## src/rtl/core/assert_macros.svh

```systemverilog
// Assertion macros used by the receiver RTL.
`ifndef ASSERT_MACROS_SVH
`define ASSERT_MACROS_SVH

// Check that the consequent holds in the same cycle as the antecedent.
`define ASSERT_SAME(lbl, clk, rst, ant, con, msg) \
  lbl: assert property (@(posedge clk) disable iff (rst) (ant) |-> (con)) else $error(msg);

// Check that the consequent holds in the cycle after the antecedent.
`define ASSERT_NEXT(lbl, clk, rst, ant, con, msg) \
  lbl: assert property (@(posedge clk) disable iff (rst) (ant) |=> (con)) else $error(msg);

`endif

```

## src/rtl/core/sfr_pkg.sv

```systemverilog
package sfr_pkg;

  // Frame constants
  localparam logic [7:0]  SYNC_BYTE      = 8'h55;
  localparam logic [15:0] CRC_POLY_REFL  = 16'hA001;
  localparam logic [16:0] HUNT_LIMIT_RST = 17'h10000;
  localparam logic [15:0] MAX_PAYLOAD_RST = 16'd2293;
  localparam int unsigned HEADER_BYTES   = 4;

  // Configuration register indexes
  localparam logic CFG_HUNT_LIMIT  = 1'b0;
  localparam logic CFG_MAX_PAYLOAD = 1'b1;

  // Input word codes
  localparam logic FUNC_ARM  = 1'b0;
  localparam logic FUNC_BYTE = 1'b1;

  // Byte roles
  localparam logic [1:0] ROLE_SYNC    = 2'd0;
  localparam logic [1:0] ROLE_HEADER  = 2'd1;
  localparam logic [1:0] ROLE_PAYLOAD = 2'd2;
  localparam logic [1:0] ROLE_CRC     = 2'd3;

  // Status codes
  localparam logic [2:0] ST_BUSY     = 3'd0;
  localparam logic [2:0] ST_OK       = 3'd1;
  localparam logic [2:0] ST_CRC_ERR  = 3'd2;
  localparam logic [2:0] ST_TIMEOUT  = 3'd3;
  localparam logic [2:0] ST_TOO_LONG = 3'd4;

  typedef enum logic [2:0] {
    PH_IDLE    = 3'd0,
    PH_HUNT    = 3'd1,
    PH_HEADER  = 3'd2,
    PH_PAYLOAD = 3'd3,
    PH_CRCLO   = 3'd4,
    PH_CRCHI   = 3'd5
  } phase_t;

  typedef struct packed {
    logic       func;
    logic [7:0] rx_byte;
  } in_t;

  typedef struct packed {
    logic [7:0]  byte_out;
    logic [1:0]  byte_role;
    logic        last;
    logic [2:0]  status;
    logic [15:0] reply_word;
    logic [15:0] payload_length;
    logic [15:0] computed_crc;
  } out_t;

  // Byte-wide CRC-16/ARC update, LSB first
  function automatic logic [15:0] crc16_update(input logic [15:0] crc, input logic [7:0] b);
    logic [15:0] c;
    c = crc ^ {8'h00, b};
    for (int i = 0; i < 8; i++) begin
      if (c[0]) begin
        c = (c >> 1) ^ CRC_POLY_REFL;
      end else begin
        c = c >> 1;
      end
    end
    return c;
  endfunction

endpackage

```

## src/rtl/core/sync_frame_receiver_crc16.sv

```systemverilog
// Reply-frame receiver with CRC-16/ARC check.
// Input channel (in_valid/in_ready/in_data): one word per byte. func = arm
// restarts the sync hunt and clears the frame state, giving no result;
// func = byte delivers rx_byte from the link. Bytes while idle are dropped.
// Output channel (out_valid/out_ready/out_data): one word per frame byte
// with its role, the running CRC and the header fields; the word that ends
// a frame or a failed hunt has last set and a final status.
// Configuration: cfg_we writes cfg_wdata to register cfg_index (0 hunt
// limit, 1 largest payload), effective at once; write only while idle.
// The result is registered: it is on out_data in the cycle after its byte
// is accepted. One word per cycle if not stalled; the byte-wide CRC update
// and frame state step sit between the state registers and output register.
// Stall: while a result waits with out_ready low, in_ready drops; it is
// high whenever the output register is empty or is being emptied.
// Reset (rst, synchronous): block idle, not hunting, output empty, hunt
// limit 65536, largest payload 2293.
`include "assert_macros.svh"

module sync_frame_receiver_crc16 (
  input  logic          clk,
  input  logic          rst,
  input  logic          in_valid,
  output logic          in_ready,
  input  sfr_pkg::in_t  in_data,
  output logic          out_valid,
  input  logic          out_ready,
  output sfr_pkg::out_t out_data,
  input  logic          cfg_we,
  input  logic          cfg_index,
  input  logic [16:0]   cfg_wdata
);
  import sfr_pkg::*;

  logic [16:0] hunt_limit;
  logic [15:0] max_payload;

  phase_t      phase, phase_next;
  logic [16:0] hunt_count, hunt_count_next;
  logic [15:0] byte_index, byte_index_next;
  logic [15:0] crc_reg, crc_reg_next;
  logic [15:0] reply_reg, reply_reg_next;
  logic [15:0] length_reg, length_reg_next;
  logic [7:0]  crc_low_byte, crc_low_byte_next;

  logic        in_fire;
  logic        res_fire;
  out_t        res;
  logic [16:0] limit_eff;
  logic [15:0] crc_upd;
  logic [7:0]  b;

  assign in_ready  = !out_valid || out_ready;
  assign in_fire   = in_valid && in_ready;
  assign b         = in_data.rx_byte;
  assign limit_eff = (hunt_limit == 17'd0) ? 17'd1 : hunt_limit;
  assign crc_upd   = crc16_update(crc_reg, b);

  // Hold configuration registers
  always_ff @(posedge clk) begin
    if (rst) begin
      hunt_limit  <= HUNT_LIMIT_RST;
      max_payload <= MAX_PAYLOAD_RST;
    end else if (cfg_we) begin
      case (cfg_index)
        CFG_HUNT_LIMIT:  hunt_limit  <= cfg_wdata;
        CFG_MAX_PAYLOAD: max_payload <= cfg_wdata[15:0];
        default:         hunt_limit  <= hunt_limit;
      endcase
    end
  end

  // Step the frame state for one accepted word
  always_comb begin
    phase_next        = phase;
    hunt_count_next   = hunt_count;
    byte_index_next   = byte_index;
    crc_reg_next      = crc_reg;
    reply_reg_next    = reply_reg;
    length_reg_next   = length_reg;
    crc_low_byte_next = crc_low_byte;
    res_fire          = 1'b0;
    res.byte_out      = b;
    res.byte_role     = ROLE_SYNC;
    res.last          = 1'b0;
    res.status        = ST_BUSY;

    if (in_data.func == FUNC_ARM) begin
      phase_next        = PH_HUNT;
      hunt_count_next   = '0;
      byte_index_next   = '0;
      crc_reg_next      = '0;
      reply_reg_next    = '0;
      length_reg_next   = '0;
      crc_low_byte_next = '0;
    end else begin
      case (phase)
        PH_HUNT: begin
          if (b == SYNC_BYTE) begin
            crc_reg_next    = crc16_update(16'h0000, b);
            byte_index_next = '0;
            phase_next      = PH_HEADER;
            res_fire        = 1'b1;
          end else begin
            hunt_count_next = hunt_count + 17'd1;
            if (hunt_count_next >= limit_eff) begin
              // Give up: clear the frame and report timeout
              phase_next        = PH_IDLE;
              hunt_count_next   = '0;
              byte_index_next   = '0;
              crc_reg_next      = '0;
              reply_reg_next    = '0;
              length_reg_next   = '0;
              crc_low_byte_next = '0;
              res_fire          = 1'b1;
              res.byte_out      = 8'h00;
              res.last          = 1'b1;
              res.status        = ST_TIMEOUT;
            end
          end
        end
        PH_HEADER: begin
          crc_reg_next  = crc_upd;
          res_fire      = 1'b1;
          res.byte_role = ROLE_HEADER;
          if (byte_index < 16'd2) begin
            reply_reg_next = {reply_reg[7:0], b};
          end else begin
            length_reg_next = {length_reg[7:0], b};
          end
          if (byte_index == 16'(HEADER_BYTES - 1)) begin
            byte_index_next = '0;
            if (length_reg_next > max_payload) begin
              phase_next = PH_IDLE;
              res.last   = 1'b1;
              res.status = ST_TOO_LONG;
            end else if (length_reg_next == 16'd0) begin
              phase_next = PH_CRCLO;
            end else begin
              phase_next = PH_PAYLOAD;
            end
          end else begin
            byte_index_next = byte_index + 16'd1;
          end
        end
        PH_PAYLOAD: begin
          crc_reg_next    = crc_upd;
          byte_index_next = byte_index + 16'd1;
          if (byte_index_next >= length_reg) begin
            phase_next = PH_CRCLO;
          end
          res_fire      = 1'b1;
          res.byte_role = ROLE_PAYLOAD;
        end
        PH_CRCLO: begin
          crc_low_byte_next = b;
          phase_next        = PH_CRCHI;
          res_fire          = 1'b1;
          res.byte_role     = ROLE_CRC;
        end
        PH_CRCHI: begin
          phase_next    = PH_IDLE;
          res_fire      = 1'b1;
          res.byte_role = ROLE_CRC;
          res.last      = 1'b1;
          res.status    = ({b, crc_low_byte} == crc_reg) ? ST_OK : ST_CRC_ERR;
        end
        default: begin
          // Idle or unused code: drop the byte
          phase_next = PH_IDLE;
        end
      endcase
    end

    res.reply_word     = reply_reg_next;
    res.payload_length = length_reg_next;
    res.computed_crc   = crc_reg_next;
  end

  // Advance the frame state on each accepted word
  always_ff @(posedge clk) begin
    if (rst) begin
      phase        <= PH_IDLE;
      hunt_count   <= '0;
      byte_index   <= '0;
      crc_reg      <= '0;
      reply_reg    <= '0;
      length_reg   <= '0;
      crc_low_byte <= '0;
    end else if (in_fire) begin
      phase        <= phase_next;
      hunt_count   <= hunt_count_next;
      byte_index   <= byte_index_next;
      crc_reg      <= crc_reg_next;
      reply_reg    <= reply_reg_next;
      length_reg   <= length_reg_next;
      crc_low_byte <= crc_low_byte_next;
    end
  end

  // Hold the result until the receiver takes it
  always_ff @(posedge clk) begin
    if (rst) begin
      out_valid <= 1'b0;
    end else if (in_fire && res_fire) begin
      out_valid <= 1'b1;
    end else if (out_ready) begin
      out_valid <= 1'b0;
    end
  end

  always_ff @(posedge clk) begin
    if (in_fire && res_fire) begin
      out_data <= res;
    end
  end

  `ASSERT_SAME(a_last_has_status, clk, rst, out_valid && out_data.last, out_data.status != ST_BUSY, "final word without a final status")
  `ASSERT_NEXT(a_last_goes_idle, clk, rst, in_fire && res_fire && res.last, phase == PH_IDLE, "frame end did not return to idle")
  `ASSERT_SAME(a_payload_bounds, clk, rst, phase == PH_PAYLOAD, (length_reg != 16'd0) && (byte_index < length_reg), "payload counter out of range")

endmodule

```

## config.mk

```make
export PLATFORM = sky130hd
export DESIGN_NAME = sync_frame_receiver_crc16
export DESIGN_NICKNAME = d
export VERILOG_FILES = /design/src/rtl/core/sfr_pkg.sv /design/src/rtl/core/sync_frame_receiver_crc16.sv
export VERILOG_INCLUDE_DIRS = /design/src /design/src/rtl/core
export SDC_FILE = /design/constraint.sdc
export NUM_CORES = 1
export LEC_CHECK = 0
export BUFFER_PORTS_ARGS = -buffer_cell sky130_fd_sc_hd__buf_2
export CORE_MARGIN = 1
export CORE_UTILIZATION = 39
export DETAILED_ROUTE_END_ITERATION = 6
export GPL_TIMING_DRIVEN = 0
export HOLD_SLACK_MARGIN = 0.05
export PLACE_DENSITY = 0.59
export SLEW_MARGIN = 20
export SYNTH_ARGS = -nofsm -noshare
export SYNTH_HDL_FRONTEND = slang
export SYNTH_SLANG_ARGS = --single-unit
```

## constraint.sdc

```tcl
create_clock -name clk -period 7.05 [get_ports clk]
set_clock_uncertainty 0.05 [all_clocks]
set_input_delay 0.3525 -clock clk [delete_from_list [all_inputs] [get_ports clk]]
set_output_delay 0.3525 -clock clk [all_outputs]
set_load 0.03 [all_outputs]
```

==> impl_metrics.yaml, run 1 <==
setup_path:
  cp_slowest_stage_delay_ns: 0.60
  start_kind: "flip-flop"
  slowest_stage: "or4_1"
  critPathTopFamily: "simple AND/OR/NAND/NOR gates"
  r2r_start: "hunt_count[0]"
  path_cells: "ha_1, and3_1, and3_2, nand3_2, or4_1, xnor2_2, ha_1, a211oi_2, nand2_1, a211o_1, o22ai_2, a21o_1, nand2_1, a311oi_1, nor2_4, buf_16"
  crit_fanout: 27
  endpoint_kind: "flip-flop"
  rr_worst_depth: 16
  critPathArrivalTime_ns: 5.00
  required_ns: 7.19
  regToRegSetupSlack_ns: 2.19
  r2r-end: "out_data[56]"
  path_buf_inv: 1
  crit_start: "hunt_count[0]"
  crit_type: "reg2reg"
clock_network:
  clk_latency_ns: 0.44
  clockBufferDepth: 2
  h-tree-depth: 4
  cts.sinks: 188
  root_buffer: "clkbuf_16"
  cts_resized: 0
  clkSlewWorstSetupHoldPaths_ns: 0.08
  numCtsBuffers: 17
  cts_tree: "built"
  cts_setup_buffers: 0
synth:
  yosysSeqAreaShare: 0.436
  syn_area_per_cell_um2: 9.16
  synth_area_um2: 10000
  yosys_warnings: 0
  async_flop_share: 0
  syn_inst: 1097
  synth_nets: 1184
  ys_ff_latch: 188
  ys.flop_type: "dfxtp_1"
  synth-edff-count: 62
  synth_cell_types: 69
cells_and_area:
  top_regs: "out_data (62), hunt_count (17), hunt_limit (17)"
  top_register: "out_data"
  nets: 1297
  drive_gt1_frac: 0.141
  largest_reg_flops: 62
  final_common_cell: "a21oi_1"
  final.fill_count: 2500
  area_growth_pct: 14.9
  stdcell_count: 1554
  final_cell_mix: "a21oi_1 (127), dfxtp_1 (126), nand2_1 (116)"
worst_hold_path:
  whs_endpoint: "max_payload[7]"
  hold_path.class: "in2reg"
  holdPathStages: 3
  hold_path.startpoint: "cfg_wdata[7]"
global_routing:
  grt_first_pass_wirelength_um: 42700
  track_usage: 0.209
  antenna_found_initial: 2
  grt_max_degree: 28
  overflow: 0
  grt_pass1_vias: 8059
status:
  outcome: "finished clean"
route:
  drc_errors: 0
  wire_per_inst_um: 17.3
  num_vias: 8301
  first_pass_iters: 6
  wirelength_um: 26900
  drt_iter0_markers: 512
  viasPerCell: 5.34
  antenna_left: 0
placement:
  place_hpwl_um: 20000
  dp.cells: 1520
  place.port_buffers: 91
  gp_congestion: 0.901
floorplan:
  num_io_pins: 96
  die_w_um: 163
  initial_utilization: 0.398
  die_h_um: 163
  std_cell_rows: 58
  die-area_um2: 26400
  coreArea_um2: 25300
sta:
  rsz0062_at_grt: "false"
  fmax_ghz: 0.206
  setup-tns-final_ns: 0
  worst_slew_pin_slew_ns: 0.927
  min_period_ns: 4.86
  period_share: 0.689
  slew_viol_final: 0
  holdWs_ns: 0.115
  setup_viol: 0
  hold_viol_final: 0
  maxSlewHeadroom: 0.377
pwr:
  power.leakage_nw: 4.81
  ir_worst_vdd_v: 0.000124
  powerDensity_nw_per_um2: 200
run:
  max-cap-violations: 0
-- per-stage QoR --
stage	cell area (um^2)	util	power [mW]	worst slack, ns
2_1_floorplan	10000	-	1.33	1.04
3_3_place_gp	10900	0.432	1.40	-0.528
3_5_place_dp	11000	0.435	1.41	2.25
4_1_cts	11500	0.457	2.33	2.22
5_1_grt	11500	0.457	2.41	1.93
6_report	11500	0.457	2.31	2.19
-- worst reg2reg max path, cell delays in order (launching register included) --
cell	delay, ns
dfxtp_1	0.47
ha_1	0.26
and3_1	0.20
and3_2	0.26
nand3_2	0.14
or4_1	0.60
xnor2_2	0.18
ha_1	0.20
a211oi_2	0.19
nand2_1	0.13
a211o_1	0.29
o22ai_2	0.25
a21o_1	0.23
nand2_1	0.07
a311oi_1	0.54
nor2_4	0.28
buf_16	0.25
-- worst max-delay path by stage --
| stage | slack, ns | cells after the start | endpoint |
|---|---|---|---|
| 2_1_floorplan | 1.04 | 15 | out_data[0] |
| 3_3_place_gp | -0.53 | 15 | out_data[42] |
| 3_5_place_dp | 2.25 | 16 | out_data[58] |
| 4_1_cts | 2.22 | 16 | out_data[56] |
| 5_1_grt | 1.93 | 16 | out_data[59] |
| 6_report | 2.19 | 16 | out_data[56] |
-- Yosys cell counts, types with 34 or more instances --
| cell | instances | area [um^2] |
|---|---|---|
| a21oi_1 | 127 | 636 |
| a22o_1 | 59 | 517 |
| clkbuf_1 | 40 | 150 |
| dfxtp_1 | 126 | 2520 |
| edfxtp_1 | 62 | 1860 |
| ha_1 | 55 | 688 |
| inv_1 | 77 | 289 |
| nand2_1 | 116 | 435 |
| nor2_1 | 71 | 267 |
| o21ai_0 | 50 | 250 |
| xnor2_1 | 37 | 324 |
| xor2_1 | 34 | 298 |
-- report_power, final --
group,total [mW],switching [mW],internal [mW]
Clock,0.922,0.457,0.465
Combinational,0.242,0.157,0.0846
Sequential,1.14,0.0145,1.13
Total,2.31,0.628,1.68
-- layout make-up --
cell class	instances	area (um^2)	share of cell area
multi-input cells	763	5040	0.437
flip-flops and latches	188	4380	0.380
repair buffers	94	520	0.0451
clock buffers	17	425	0.0368
well taps	330	413	0.0358
plain buffers	69	340	0.0295
inverters	77	289	0.0250
clock inverters	15	131	0.0114
diodes	1	2.50	0.000217
-- timing repair --
action,CTS,global route
endpoints found under the hold margin,1,0
endpoints found under the setup margin,0,0
hold buffers,1,0
-- cell families after synthesis --
family / after synthesis / synth area share
AOI/OAI and AO/OA: 324 / 0.216
buffers and inverters: 146 / 0.0626
DFF: 188 / 0.436
xor gates and xnor gates: 74 / 0.0674
adders and majority gates: 55 / 0.0685
and+or+nand+nor: 303 / 0.143
muxes: 7 / 0.00697
-- layer usage --
layer / global-route usage / wire length (um)
met5: 0 / 8
met2: 0.331 / 12000
met1: 0.280 / 12800
met3: 0.0448 / 1490
met4: 0.0720 / 599
No activity file was read; power rests on OpenSTA's default activity.
==> run 2, diff against run 1 <==
Settings changed: PLACE_DENSITY 0.59 to 0.62.
Clock period 7.05 ns to 4.4 ns, I/O delays scaled along.
==> impl_metrics.yaml, run 2 (same netlist as run 1, synthesis figures left out) <==
global_routing:
  grt_pass1_vias: 8106
  grt_max_degree: 19
  overflow: 0
  top_usage_layer: "met2"
  met1_usage: 0.284
  met2_usage: 0.331
  track_usage: 0.209
  grt_first_pass_wirelength_um: 43100
  antenna_found_initial: 2
  met3_usage: 0.0418
sta:
  min_period_ns: 4.27
  hold_viol_final: 0
  maxSlewHeadroom: 0.419
  worst_slew_pin_slew_ns: 0.865
  fmax_ghz: 0.234
  setup_viol: 0
  slew_viol_final: 0
  setup-tns-final_ns: 0
  period_share: 0.971
  setup_ws_ns: 0.128
placement:
  place_hpwl_um: 19800
  pre_cts_ws_ns: -0.490
  place.port_buffers: 91
  gp_congestion: 0.906
  dp.cells: 1521
cells_and_area:
  top_regs: "out_data (62), hunt_count (17), hunt_limit (17)"
  stdcell_count: 1582
  fin_util: 0.472
  top_register: "out_data"
  nets: 1324
  final_common_cell: "a21oi_1"
  drive_gt1_frac: 0.153
  largest_reg_flops: 62
  final.fill_count: 2439
  final_cell_mix: "a21oi_1 (127), dfxtp_1 (124), nand2_1 (115)"
  area_growth_pct: 18.6
setup_path:
  critPathArrivalTime_ns: 4.45
  critPathTopFamily: "simple AND/OR/NAND/NOR gates"
  crit_type: "reg2reg"
  path_cells: "ha_2, and3_4, and3_4, nand3_4, or4_4, xnor2_2, ha_1, a211oi_2, nand2_2, a211o_1, o22ai_4, a21o_1, buf_4, o21a_1, buf_6, buf_4, a21oi_1, nor2_1"
  slowest_stage: "or4_4"
  required_ns: 4.58
  endpoint_kind: "flip-flop"
  path_buf_inv: 3
  crit_fanout: 10
  start_kind: "flip-flop"
  cp_slowest_stage_delay_ns: 0.55
run:
  max-cap-violations: 0
pwr:
  power.leakage_nw: 4.96
  pwr-share-clk: 0.408
  p_seq_frac: 0.485
  swShare: 0.262
  p_int_mw: 2.78
  p_sw_mw: 0.989
  ir_worst_vdd_v: 0.000231
  powerDensity_nw_per_um2: 317
  combPwrFrac: 0.107
route:
  drt_iter0_markers: 619
  wirelength_um: 27000
  antenna_left: 0
  first_pass_iters: 5
  viasPerCell: 5.37
  wire_per_inst_um: 17.1
  drc_errors: 0
  num_vias: 8489
floorplan:
  initial_utilization: 0.398
  die_w_um: 163
  die-area_um2: 26400
  die_h_um: 163
  coreArea_um2: 25300
  std_cell_rows: 58
  num_io_pins: 96
status:
  outcome: "finished clean"
clock_network:
  root_buffer: "clkbuf_16"
  clk_latency_ns: 0.43
  clkSlewWorstSetupHoldPaths_ns: 0.08
  numCtsBuffers: 17
  clockBufferDepth: 2
  cts.sinks: 188
  cts_tree: "built"
  h-tree-depth: 4
worst_hold_path:
  hold_path.class: "in2reg"
-- run 2: cell types whose count changed in the layout (fill, tap and decap cells not counted), sizes merged --
| cell | previous run | this run |
|---|---|---|
| clkinv | 5 | 3 |
| clkbuf | 60 | 65 |
| clkinvlp | 2 | 0 |
| dlygate4sd3 | 1 | 18 |
| inv | 85 | 84 |
| diode | 1 | 2 |
| buf | 119 | 129 |
-- run 2: final timing paths --
check | startpoint | end | slack (ns) | cells past startpoint
worst min-delay path | in_data[5] | reply_reg[5] | 0.09 | 2
worst min register to register | max_payload[1] | max_payload[1] | 0.41 | 2
worst max register to register | hunt_count[0] | out_data[18] | 0.13 | 18
worst max-delay path | hunt_count[0] | out_data[18] | 0.13 | 18
-- run 2: layout make-up --
cell class / count / area, um^2 / share of cell area
multi-input combinational: 763 / 5100 / 0.428
antenna: 2 / 5.00 / 0.000420
clock inverter: 10 / 92.6 / 0.00777
buffer: 69 / 340 / 0.0286
inverter: 77 / 289 / 0.0243
tap: 330 / 413 / 0.0346
sequential: 188 / 4390 / 0.368
clock buffer: 22 / 497 / 0.0417
timing repair buffer: 121 / 786 / 0.0659
-- run 2: power by group through the flow --
stage	logic, mW	registers, mW	clock network, mW
floorplan	0.268	1.86	0
global placement	0.376	1.87	0
detailed placement	0.380	1.87	0
CTS	0.395	1.83	1.56
global route	0.449	1.83	1.63
finish	0.404	1.83	1.54
-- run 2: worst register-to-register path: stages (launching register included) --
cell,delay (ns)
dfxtp_4,0.39
ha_2,0.22
and3_4,0.20
and3_4,0.22
nand3_4,0.11
or4_4,0.55
xnor2_2,0.16
ha_1,0.20
a211oi_2,0.21
nand2_2,0.10
a211o_1,0.27
o22ai_4,0.22
a21o_1,0.19
buf_4,0.13
o21a_1,0.11
buf_6,0.15
buf_4,0.20
a21oi_1,0.11
nor2_1,0.27
-- run 2: through the flow --
stage | area, um^2 | power, mW | hold WS, ns
global route | 11900 | 3.91 | 0.0732
global placement | 10900 | 2.25 | 0.373
finish | 11900 | 3.77 | 0.0946
floorplan | 10100 | 2.13 | 0.288
CTS | 11800 | 3.78 | 0.0685
detailed placement | 11000 | 2.25 | 0.377
-- run 2: what timing repair did --
action | 4_1_cts | 5_1_grt
endpoints found under the hold margin | 34 | 0
hold buffers | 18 | 0
resized for setup | 3 | 12
pin swaps | 2 | 5
endpoints found under the setup margin | 62 | 166
buffers inserted | 3 | 6
-- run 2: metal layers --
layer / wire (um) / vias up
met1: 12700 / 3956
li1: - / 4205
met3: 1650 / 40
met5: 0 / -
met4: 519 / 0
met2: 12100 / 288
==> run 3, diff against run 2 <==
Settings changed: PLACE_DENSITY 0.62 to 0.59.
Clock period 4.4 ns to 4.1 ns, I/O delays scaled along.
==> impl_metrics.yaml, run 3 (same netlist as run 1, synthesis figures left out) <==
route:
  wire_per_inst_um: 17.3
  first_pass_iters: 5
  viasPerCell: 5.31
  num_vias: 8420
  drc_errors: 0
  drt_iter0_markers: 535
  antenna_left: 0
  wirelength_um: 27500
sta:
  setup_ws_ns: -0.0542
  hold_viol_final: 0
  fmax_ghz: 0.241
  rsz0062_at_grt: "true"
  holdWs_ns: 0.136
  period_share: 1.01
  maxSlewHeadroom: 0.349
  worst_slew_pin_slew_ns: 0.969
  min_period_ns: 4.15
  setup_viol: 62
  slew_viol_final: 0
floorplan:
  std_cell_rows: 58
  die_h_um: 163
  die-area_um2: 26400
  initial_utilization: 0.398
  coreArea_um2: 25300
  die_w_um: 163
  num_io_pins: 96
setup_path:
  critPathArrivalTime_ns: 4.31
  rr_worst_depth: 16
  r2r-end: "out_data[21]"
  r2r_start: "hunt_count[0]"
  endpoint_kind: "flip-flop"
  start_kind: "flip-flop"
  crit_type: "reg2reg"
  regToRegSetupSlack_ns: -0.05
  required_ns: 4.25
  crit_fanout: 8
clock_network:
  h-tree-depth: 4
  clk_latency_ns: 0.44
  root_buffer: "clkbuf_16"
  clockBufferDepth: 2
  numCtsBuffers: 17
  cts.sinks: 188
  cts_tree: "built"
  clkSlewWorstSetupHoldPaths_ns: 0.07
cells_and_area:
  top_register: "out_data"
  area_growth_pct: 20.4
  largest_reg_flops: 62
  drive_gt1_frac: 0.166
  top_regs: "out_data (62), hunt_count (17), hunt_limit (17)"
  nets: 1330
  stdcell_count: 1587
  final_cell_mix: "a21oi_1 (125), dfxtp_1 (123), nand2_1 (114)"
  final_common_cell: "a21oi_1"
global_routing:
  overflow: 0
  grt_pass1_vias: 7862
  grt_max_degree: 31
  antenna_found_initial: 1
  track_usage: 0.208
  grt_first_pass_wirelength_um: 42500
pwr:
  power.leakage_nw: 5.04
  powerDensity_nw_per_um2: 342
  ir_worst_vdd_v: 0.000274
  power_mw: 4.14
placement:
  dp.cells: 1520
  place.port_buffers: 91
  place_hpwl_um: 20000
  gp_congestion: 0.879
  pre_cts_ws_ns: -0.270
worst_hold_path:
  hold_path.class: "in2reg"
  hold_path.startpoint: "out_ready"
  whs_endpoint: "out_valid"
  holdPathStages: 3
run:
  max-cap-violations: 0
status:
  violations: "negative setup slack"
  outcome: "complete, but fails checks"
## run 3: changes by cell type in the layout (fill, tap and decap cells not counted), moves of 3 or more
| cell | change |
|---|---|
| nor2_1 | -4 |
| buf_16 | -3 |
| buf_2 | -3 |
| buf_6 | +3 |
## run 3: final cells by class
| class | count | area, um^2 |
|---|---|---|
| flip-flops and latches | 188 | 4390 |
| fillers | 2468 | 13200 |
| repair buffers | 127 | 841 |
| clock inverters | 14 | 176 |
| plain buffers | 69 | 352 |
| clock buffers | 18 | 429 |
| diodes | 1 | 2.50 |
| well taps | 330 | 413 |
| multi-input cells | 763 | 5200 |
| inverters | 77 | 289 |
## run 3: where the power goes
part	switching, mW	total, mW	internal, mW	leakage (nW)
combinational	0.281	0.450	0.169	3.13
sequential	0.0252	1.96	1.94	1.61
clock	0.802	1.73	0.926	0.293
total	1.11	4.14	3.03	5.04
## run 3: through the flow
stage | util | cell area [um^2] | setup TNS, ns
after floorplan | - | 10100 | 0
after global placement | 0.434 | 11000 | -41.43
after detailed placement | 0.436 | 11000 | -13.48
after CTS | 0.470 | 11900 | 0
after global routing | 0.479 | 12100 | -11.66
final | 0.479 | 12100 | -2.15
## run 3: worst max path at each step
stage                  startpoint            to
floorplan           hunt_count[0]   out_data[0]
global placement    hunt_count[0]  out_data[41]
detailed placement  hunt_count[0]  out_data[54]
CTS                 hunt_count[0]  out_data[33]
global route        hunt_count[0]  out_data[24]
finish              hunt_count[0]  out_data[21]
## run 3: routing by layer
| metal | share of wire | vias up | GRT usage | wire, um |
|---|---|---|---|---|
| li1 | - | 4212 | - | - |
| met1 | 0.47 | 3962 | 0.285 | 12900 |
| met2 | 0.47 | 220 | 0.337 | 12800 |
| met3 | 0.048 | 26 | 0.0364 | 1330 |
| met4 | 0.015 | 0 | 0.0579 | 412 |
| met5 | 0 | - | 0 | 0 |
## run 3: critical path: stages, from the launching register on
cell and delay (ns):
dfxtp_4 0.37, ha_4 0.15, and3_4 0.19, and3_4 0.22, nand3_4 0.12, or4_4 0.60, xnor2_4 0.18, ha_4 0.16
a211oi_2 0.16, nand2_2 0.11, a211o_1 0.27, o22ai_4 0.21, a21o_1 0.24, nand2_2 0.09, a311oi_4 0.40, nor2_4 0.17
clkbuf_16 0.21
## run 3: timing repair
| item | in CTS | in global routing |
|---|---|---|
| gates cloned | 0 | 3 |
| hold buffers | 19 | 0 |
| setup endpoints to repair | 85 | 173 |
| setup buffers | 3 | 9 |
| pin swaps | 3 | 14 |
| resized for setup | 6 | 26 |
| hold endpoints to repair | 36 | 0 |
